--- src/rtl/core/brs_pkg.sv ---
// ----------------------------------------------------------------------------
// brs_pkg
// Types and constants shared by the run sorter cells, control and top level.
// ----------------------------------------------------------------------------
`timescale 1ns / 1ps
`default_nettype none

package brs_pkg;

	localparam int RUN_SIZE = 32;
	localparam int KEY_W    = 31;
	localparam int PAY_W    = 16;
	localparam int CNT_W    = $clog2(RUN_SIZE + 1);

	typedef struct packed {
		logic [KEY_W-1:0] sort_key;
		logic [PAY_W-1:0] payload;
		logic             end_of_input;
	} brs_in_t;

	typedef struct packed {
		logic [KEY_W-1:0] out_key;
		logic [PAY_W-1:0] out_payload;
		logic             run_last;
	} brs_out_t;

	typedef struct packed {
		logic             valid;
		logic [KEY_W-1:0] key;
		logic [PAY_W-1:0] payload;
	} brs_entry_t;

	typedef enum logic [1:0] {
		OP_HOLD,
		OP_INSERT,
		OP_SHIFT
	} brs_op_t;

	typedef enum logic {
		ST_FILL,
		ST_DRAIN
	} brs_state_t;

	// Broadcast from the control to every cell.
	typedef struct packed {
		brs_op_t          op;
		logic [KEY_W-1:0] key;
		logic [PAY_W-1:0] payload;
	} brs_cell_ctrl_t;

endpackage

`default_nettype wire

--- src/rtl/core/brs_cell.sv ---
// ----------------------------------------------------------------------------
// brs_cell
// One slot of the systolic insertion chain: holds one record, compares it
// against the broadcast key and trades contents with its neighbors.
// ----------------------------------------------------------------------------
`timescale 1ns / 1ps
`default_nettype none

module brs_cell
	import brs_pkg::*;
(
	input  wire logic           clk,
	input  wire logic           arst_n,
	input  wire brs_cell_ctrl_t ctrl,
	input  wire brs_entry_t     prev_entry,
	input  wire logic           prev_ins,
	input  wire brs_entry_t     next_entry,
	output brs_entry_t          entry,
	output logic                ins
);

	logic             valid_q;
	logic [KEY_W-1:0] key_q;
	logic [PAY_W-1:0] payload_q;

	logic             valid_d;
	logic [KEY_W-1:0] key_d;
	logic [PAY_W-1:0] payload_d;

	assign entry = '{valid: valid_q, key: key_q, payload: payload_q};

	// Strictly greater keeps equal keys in arrival order.
	assign ins = !valid_q || (key_q > ctrl.key);

	always_comb begin
		valid_d   = valid_q;
		key_d     = key_q;
		payload_d = payload_q;
		case (ctrl.op)
			OP_INSERT: begin
				if (prev_ins) begin
					valid_d   = prev_entry.valid;
					key_d     = prev_entry.key;
					payload_d = prev_entry.payload;
				end else if (ins) begin
					valid_d   = 1'b1;
					key_d     = ctrl.key;
					payload_d = ctrl.payload;
				end
			end
			OP_SHIFT: begin
				valid_d   = next_entry.valid;
				key_d     = next_entry.key;
				payload_d = next_entry.payload;
			end
			default: begin
			end
		endcase
	end

	always_ff @(posedge clk or negedge arst_n) begin
		if (!arst_n) begin
			valid_q <= 1'b0;
		end else begin
			valid_q <= valid_d;
		end
	end

	always_ff @(posedge clk) begin
		key_q     <= key_d;
		payload_q <= payload_d;
	end

endmodule

`default_nettype wire

--- src/rtl/core/brs_ctrl.sv ---
// ----------------------------------------------------------------------------
// brs_ctrl
// Run control: counts buffered records, closes a run, and drains the chain
// head into the result register one record per cycle.
// ----------------------------------------------------------------------------
`timescale 1ns / 1ps
`default_nettype none

module brs_ctrl
	import brs_pkg::*;
(
	input  wire logic       clk,
	input  wire logic       arst_n,
	input  wire logic       start,
	output logic            busy,
	input  wire brs_in_t    rec,
	input  wire brs_entry_t head_entry,
	input  wire logic       second_valid,
	output brs_cell_ctrl_t  cell_ctrl,
	output brs_out_t        result,
	output logic            result_valid
);

	brs_state_t       state_q, state_d;
	logic [CNT_W-1:0] count_q, count_d;
	brs_out_t         result_q, result_d;
	logic             strobe_q, strobe_d;
	logic             accept;
	logic             close_run;

	assign busy         = (state_q == ST_DRAIN);
	assign accept       = start && (state_q == ST_FILL);
	assign close_run    = rec.end_of_input || (count_q == CNT_W'(RUN_SIZE - 1));
	assign result       = result_q;
	assign result_valid = strobe_q;

	always_comb begin
		state_d           = state_q;
		count_d           = count_q;
		result_d          = result_q;
		strobe_d          = 1'b0;
		cell_ctrl.op      = OP_HOLD;
		cell_ctrl.key     = rec.sort_key;
		cell_ctrl.payload = rec.payload;
		case (state_q)
			ST_FILL: begin
				if (accept) begin
					cell_ctrl.op = OP_INSERT;
					if (close_run) begin
						count_d = '0;
						state_d = ST_DRAIN;
					end else begin
						count_d = count_q + CNT_W'(1);
					end
				end
			end
			ST_DRAIN: begin
				cell_ctrl.op         = OP_SHIFT;
				strobe_d             = 1'b1;
				result_d.out_key     = head_entry.key;
				result_d.out_payload = head_entry.payload;
				result_d.run_last    = !second_valid;
				if (!second_valid) begin
					state_d = ST_FILL;
				end
			end
			default: begin
				state_d = ST_FILL;
			end
		endcase
	end

	always_ff @(posedge clk or negedge arst_n) begin
		if (!arst_n) begin
			state_q  <= ST_FILL;
			count_q  <= '0;
			strobe_q <= 1'b0;
		end else begin
			state_q  <= state_d;
			count_q  <= count_d;
			strobe_q <= strobe_d;
		end
	end

	always_ff @(posedge clk) begin
		result_q <= result_d;
	end

endmodule

`default_nettype wire

--- src/rtl/core/bounded_run_sorter_unit.sv ---
// ----------------------------------------------------------------------------
// bounded_run_sorter_unit
// Run generation for an external sort on a systolic insertion chain.
// ----------------------------------------------------------------------------
// Usage:
// A request is taken at a rising edge with start high and busy low; rec holds
// the sort key, the payload handle and the end_of_input flag. Each taken
// record is inserted into a chain of RUN_SIZE cells in the same cycle, so
// records are accepted one per cycle while a run is being collected.
// A run closes on the record that fills the chain or that carries
// end_of_input. busy then rises and stays high while the run drains.
// The chain shifts its head out once per cycle; each result appears on result
// for one cycle with result_valid high, the first once the closing request has
// set the drain state and the chain head has passed the result register, in
// ascending key order with equal keys in arrival order, and run_last marks
// the final record; the drain is paced by the single-slot shift of the chain.
// The receiver cannot stall; results must be taken as they appear.
// Reset empties every cell and returns to collecting; no results follow.
// ----------------------------------------------------------------------------
`timescale 1ns / 1ps
`default_nettype none

module bounded_run_sorter_unit
	import brs_pkg::*;
(
	input  wire logic    clk,
	input  wire logic    arst_n,
	input  wire logic    start,
	output logic         busy,
	input  wire brs_in_t rec,
	output brs_out_t     result,
	output logic         result_valid
);

	brs_cell_ctrl_t cell_ctrl;
	brs_entry_t     cell_entry [RUN_SIZE];
	logic           cell_ins   [RUN_SIZE];

	brs_ctrl u_ctrl (
		.clk          (clk),
		.arst_n       (arst_n),
		.start        (start),
		.busy         (busy),
		.rec          (rec),
		.head_entry   (cell_entry[0]),
		.second_valid (cell_entry[1].valid),
		.cell_ctrl    (cell_ctrl),
		.result       (result),
		.result_valid (result_valid)
	);

	for (genvar i = 0; i < RUN_SIZE; i++) begin : g_cell
		brs_entry_t prev_e;
		brs_entry_t next_e;
		logic       prev_i;

		if (i == 0) begin : g_head
			assign prev_e = '0;
			assign prev_i = 1'b0;
		end else begin : g_body
			assign prev_e = cell_entry[i-1];
			assign prev_i = cell_ins[i-1];
		end

		if (i == RUN_SIZE - 1) begin : g_tail
			assign next_e = '0;
		end else begin : g_inner
			assign next_e = cell_entry[i+1];
		end

		brs_cell u_cell (
			.clk        (clk),
			.arst_n     (arst_n),
			.ctrl       (cell_ctrl),
			.prev_entry (prev_e),
			.prev_ins   (prev_i),
			.next_entry (next_e),
			.entry      (cell_entry[i]),
			.ins        (cell_ins[i])
		);
	end

endmodule

`default_nettype wire

--- config.mk ---
export PLATFORM = sky130hd
export DESIGN_NAME = bounded_run_sorter_unit
export DESIGN_NICKNAME = d
export VERILOG_FILES = /design/src/rtl/core/brs_pkg.sv /design/src/rtl/core/brs_cell.sv /design/src/rtl/core/brs_ctrl.sv /design/src/rtl/core/bounded_run_sorter_unit.sv
export SDC_FILE = /design/constraint.sdc
export NUM_CORES = 2
export LEC_CHECK = 0
export BUFFER_PORTS_ARGS = -buffer_cell sky130_fd_sc_hd__buf_2
export CORE_AREA = 8 8 426 428
export DETAILED_ROUTE_END_ITERATION = 8
export DIE_AREA = 0 0 434 436
export PLACE_DENSITY = 0.78
export SLEW_MARGIN = 20
export SYNTH_ARGS = -nofsm -noshare
export SYNTH_HDL_FRONTEND = slang
export SYNTH_SLANG_ARGS = --single-unit
--- constraint.sdc ---
create_clock -name clk -period 6.6 [get_ports clk]
set_input_delay 0.66 -clock clk [delete_from_list [all_inputs] [get_ports clk]]
set_output_delay 0.66 -clock clk [all_outputs]
set_load 0.1 [all_outputs]
[Word level (Yosys, flattened, before mapping)]
Cells that the tools add are included.
Cells by class
  add/sub/neg operators: 1
  $lt $le $gt $ge: 32
  equal/unequal tests: 35
  mux-type cells: 293
  bitwise gates (word level): 1
  reduce and logical (&&, ||, !) cells: 100
Operators with widths (number)
  31-bit one-hot mux with 2 select lines: 32
  31-bit two-way mux: 63
  16-bit one-hot mux with 2 select lines: 32
  16-bit two-way mux: 63
  31-bit > comparator: 32
  3-bit by 1-bit inequality test with 1-bit output (second input constant): 29
  1-bit two-way mux: 68
  1-bit one-hot mux with 2 select lines: 33
  2-bit AND reduction: 33
  1-bit logical OR: 33
  1-bit zero test: 32
  6-bit by 1-bit adder with 6-bit output (second input constant): 1
  6-bit by 5-bit == test with 1-bit output (second input constant): 1
  6-bit two-way mux: 1
  3-bit by 2-bit inequality test with 1-bit output (second input constant): 2
  2-bit one-hot mux with 2 select lines: 1
  2-bit by 1-bit == test with 1-bit output (second input constant): 1
  2-bit == test (second input constant): 1
  2-bit by 1-bit inequality test with 1-bit output (second input constant): 1
  2-bit nonzero test: 1
  1-bit logical AND: 1
  1-bit inverter: 1
Word-level totals
  register bits after elaboration: 1592
  input bits: 51
  output and inout bits: 50
  logic and storage cells: 564

[Longest topological paths before layout]
  word-level depth: 7
  depth in mapped cells: 12
  gate-level depth less buffers: 9

[Hierarchy]
Synthesis repeated with hierarchy kept, for this count alone.
Second synthesis, totals
  cells, all modules: 10699
  area, all modules: 108058.6 µm²
Modules (own cells, without submodules)
  brs_cell (g_cell[0].u_cell ...): times used 28, cells an instance 330, area an instance 3310.7 µm², sequential area each 1436.4 µm²
  brs_cell (g_cell[6].u_cell ...): times used 4, cells an instance 330, area an instance 3286.9 µm², sequential area each 1436.4 µm²
  brs_ctrl: times used 1, cells an instance 138, area an instance 2208.4 µm², sequential area each 1641.6 µm²
  bounded_run_sorter_unit: times used 1, cells an instance 1, area an instance 3.8 µm², sequential area each 0.0 µm²

[Least setup slack after synthesis]
No wires, ideal clock.
  path type: input -> register
  start: input port rec[42] in the netlist's numbering
  end: register g_cell[25].u_cell.key_q[0], enable pin
  library setup time: 517 ps
  data arrival time: 6489 ps
  required time: 6083 ps
  setup slack: -406 ps
  stages: 10
  path buffers: 3
  path through: inv_1 -> ha_1 -> nand4_1 -> or4_1 -> a311o_1 -> and3_1 -> clkbuf_1 -> buf_2 -> buf_1 -> o21ai_0
On the way
  word-level cells in the longest chain between the ends: 4
  elaborated cells between the ends (all ways): 6
  classes of those cells: 2 x order compare; 1 x eq/ne; 3 x reduce/logical
Ends and longest elaborated chain
  from (decl): line bounded_run_sorter_unit.sv:30  | input wire brs_in_t rec,
  31-bit > comparator: line brs_cell.sv:33  | assign ins = !valid_q || (key_q > ctrl.key);
  1-bit logical OR: line brs_cell.sv:33
  3-bit by 1-bit inequality test with 1-bit output (no source line) *
  2-bit AND reduction (no source line) *
  to (signal assigned): line brs_cell.sv:70  | key_q <= key_d;
  to (decl): line brs_cell.sv:23  | logic [KEY_W-1:0] key_q;
Every way passes the cells marked *; elsewhere a longest branch is shown, timed or not.
A chain may end at the register's enable or synchronous reset.

[Final worst setup path]
  start: register g_cell[23].u_cell.key_q[14]
  end: register g_cell[24].u_cell.payload_q[11], enable pin
On the way
  word-level cells in the longest chain between the ends: 4
Ends and longest elaborated chain
  from (decl): line brs_cell.sv:23
  from (signal assigned): line brs_cell.sv:70
  31-bit > comparator: line brs_cell.sv:33
  1-bit logical OR: line brs_cell.sv:33
  3-bit by 1-bit inequality test with 1-bit output (no source line)
  2-bit AND reduction (no source line)
  to (signal assigned): line brs_cell.sv:71  | payload_q <= payload_d;
  to (decl): line brs_cell.sv:24  | logic [PAY_W-1:0] payload_q;
No other way between the ends.

==> impl_metrics.ini <==
[run_status]
status = finished, final reports clean

[synthesis]
yosysSeqAreaShare = 0.464
synthArstFlopShare = 0.0251
syn_avg_cell_area_sq_um = 10.4
synth_nets = 10875
synthFlopType = edfxtp_1
syn_inst = 9831
yosys_warnings = 0
synth_cell_type_count = 69
synth-edff-count = 1552
ys_ff_latch = 1592
synthesis.area_sq_um = 103000

[global_route]
antenna_found_initial = 8
grt_overflow_total = 0
grt_first_pass_wirelength_um = 510000
grt_pass1_vias = 85004
track_usage = 0.341
grt_start_max_net_pins = 238

[cts]
cts_root_buf = clkbuf_16
numCtsBuffers = 173
cts_tree = built
numClockSinks = 1592
clkTransAtPathRegs_ps = 60
cts.path.max_buffers = 3
cts_max_level = 4
insertion_delay_ps = 850
cts_setup_buffers = 0

[route]
ant_nets = 0
routedWlPerCell_um = 28.1
via_count = 87101
drc = 0
dr.pass1.iters = 8
routed_wl_um = 338000
vias_per_cell = 7.24
drt_iter0_drc = 11409

[layout]
register_area_sq_um = 47600
multi_input_area_sq_um = 51800
finalNonFillerCells = 12033
fillCellCount = 13892
fin_nets = 10590
synthToLayoutAreaGrowth_pct = 8.46
drive_above_1_share = 0.0753
post-route-util = 0.636

[placement]
portBuffers = 100
place_inst = 11710
dp_hpwl_um = 241000
gp_congestion = 0.960

[setup_path]
critPathCaptureType = flip-flop
rrSetupSlack_ps = 2020
cp_data_arrival_time_ps = 5050
cp-start-kind = flip-flop
crit_required_ps = 7070
crit_fanout = 40
critical_path_class = reg -> reg

[sta]
rsz0062_at_grt = no
period_share = 0.694
setup_violations = 0
fin_skew_ps = 30.9
worst_slew_pin_slew_ps = 1210
period_needed_ps = 4580
report.final.slew_viol_count = 0
max_freq_mhz = 218
finalHoldViolCount = 0
relSlewSlack = 0.191

[floorplan]
start_util = 0.586
num_io_pins = 101
dieWidth_um = 434
core_area_sq_um = 175000
die_y_um = 436
row_count = 154
dieArea_sq_um = 189000

[worst_hold_path]
hold_class = in -> reg

[power_and_ir_drop]
p_total_mw = 58.0
irDropWorstVdd_v = 0.000300
p_leak_nw = 43.1
power-per-cell-area_nw_per_um2 = 521

[job]
cap_violations = 0
-- cell type report --
type / count / area share
antenna: 4 / 0.0000900
clock buffer: 222 / 0.0408
clock inverter: 96 / 0.00940
inverter: 118 / 0.00405
multi-input combinational: 7286 / 0.466
sequential: 1592 / 0.428
tap: 2340 / 0.0263
timing repair buffer: 375 / 0.0255
-- path summary, 6_finish.rpt --
kind | from | end | depth (start not counted)
max | g_cell[23].u_cell.key_q[14] | g_cell[24].u_cell.payload_q[11] | 9
min | rec[0] | u_ctrl.count_q[4] | 2
max reg2reg | g_cell[23].u_cell.key_q[14] | g_cell[24].u_cell.payload_q[11] | 9
min reg2reg | g_cell[0].u_cell.payload_q[10] | u_ctrl.result[11] | 0
max in group asynchronous | arst_n | g_cell[15].u_cell.valid_q | 3
min in group asynchronous | arst_n | u_ctrl.result_valid | 3
-- critical path, cell delays in order (launching register included) --
cell and delay, ps:
edfxtp_1 440, ha_1 350, nand4_1 370, nor3_1 690, o311ai_0 460, and3_1 300
a32o_4 460, nor2_1 150, or3_2 410, buf_4 510
-- synth_stat cells (all sizes together) (7+ instances only) --
cell type | instances | area, sq um
a211oi | 61 | 458
a21o | 33 | 248
a21oi | 666 | 3330
a221o | 154 | 1540
a221oi | 28 | 245
a22oi | 390 | 2930
a2bb2oi | 373 | 3270
a31oi | 70 | 438
and2 | 19 | 119
and3 | 80 | 500
and4 | 21 | 184
buf | 197 | 905
clkbuf | 638 | 2390
dfrtp | 40 | 1000
edfxtp | 1552 | 46600
ha | 993 | 12400
inv | 117 | 439
mux2i | 615 | 6160
nand2 | 1415 | 5310
nand3 | 185 | 926
nand3b | 23 | 173
nand4 | 443 | 2770
nor2 | 190 | 713
nor2b | 53 | 332
nor3 | 53 | 265
nor3b | 147 | 1120
nor4 | 29 | 181
o211ai | 330 | 2480
o21a | 11 | 82.6
o21ai | 731 | 3660
o21bai | 12 | 90.1
o22ai | 7 | 43.8
o31ai | 20 | 150
or3 | 52 | 325
or4 | 8 | 60.1
-- power by group --
group	internal, mW	total [mW]	switching [mW]
clock	5.49	9.90	4.41
combinational	9.42	24.4	14.9
sequential	19.1	23.7	4.57
total	34.0	58.0	23.9
-- layer usage --
| layer | wire, um | vias to the layer above | global-route usage |
|---|---|---|---|
| li1 | - | 37831 | - |
| met1 | 131000 | 42555 | 0.462 |
| met2 | 151000 | 5559 | 0.523 |
| met3 | 34900 | 1142 | 0.0649 |
| met4 | 20700 | 14 | 0.176 |
| met5 | 93 | - | 0 |
-- what timing repair did --
item                       in CTS  in global routing
gates resized for setup         0                  0
setup endpoints to repair       0                  0
hold endpoints to repair       23                  0
hold buffers                    1                  0
-- flip-flops by register name (all words and copies together) (netlist names) --
signal,count
u_ctrl.result,48
u_ctrl.busy,1
u_ctrl.count_q,6
g_cell.u_cell.valid_q,32
g_cell.u_cell.key_q,992
u_ctrl.result_valid,1
g_cell.u_cell.payload_q,512
-- metrics by stage --
| step | area (sq um) | setup TNS (ps) | setup slack [ps] | hold WS, ps |
|---|---|---|---|---|
| floorplan | 103000 | -8940 | -95.1 | 364 |
| global placement | 106000 | 0 | 1490 | 440 |
| detailed placement | 106000 | 0 | 1410 | 440 |
| CTS | 111000 | 0 | 2160 | 26.1 |
| global route | 111000 | 0 | 1980 | 88.3 |
| finish | 111000 | 0 | 2020 | 79.9 |
-- logic make-up (layout without fill, tap and decap cells) --
logic type,count (synthesis),count (layout),synth area share
AOI/OAI and AO/OA,2946,2946,0.190
adders and majority gates,993,993,0.121
buffers and inverters,953,811,0.0365
DFF,1592,1592,0.464
muxes,615,615,0.0600
other,0,4,0
and+or+nand+nor,2732,2732,0.128
-- cell usage in the layout (no fill, tap or decap), drive strengths merged, types with 68 or more instances in the layout --
master,Yosys,final
edfxtp,1552,1552
nand2,1415,1415
ha,993,993
o21ai,731,731
a21oi,666,666
mux2i,615,615
nand4,443,443
a22oi,390,390
buf,197,374
a2bb2oi,373,373
o211ai,330,330
clkbuf,638,222
nor2,190,190
nand3,185,185
a221o,154,154
nor3b,147,147
inv,117,125
and3,80,80
a31oi,70,70
clkinv,1,68
Note: power is estimated with default switching activity, not from simulation.
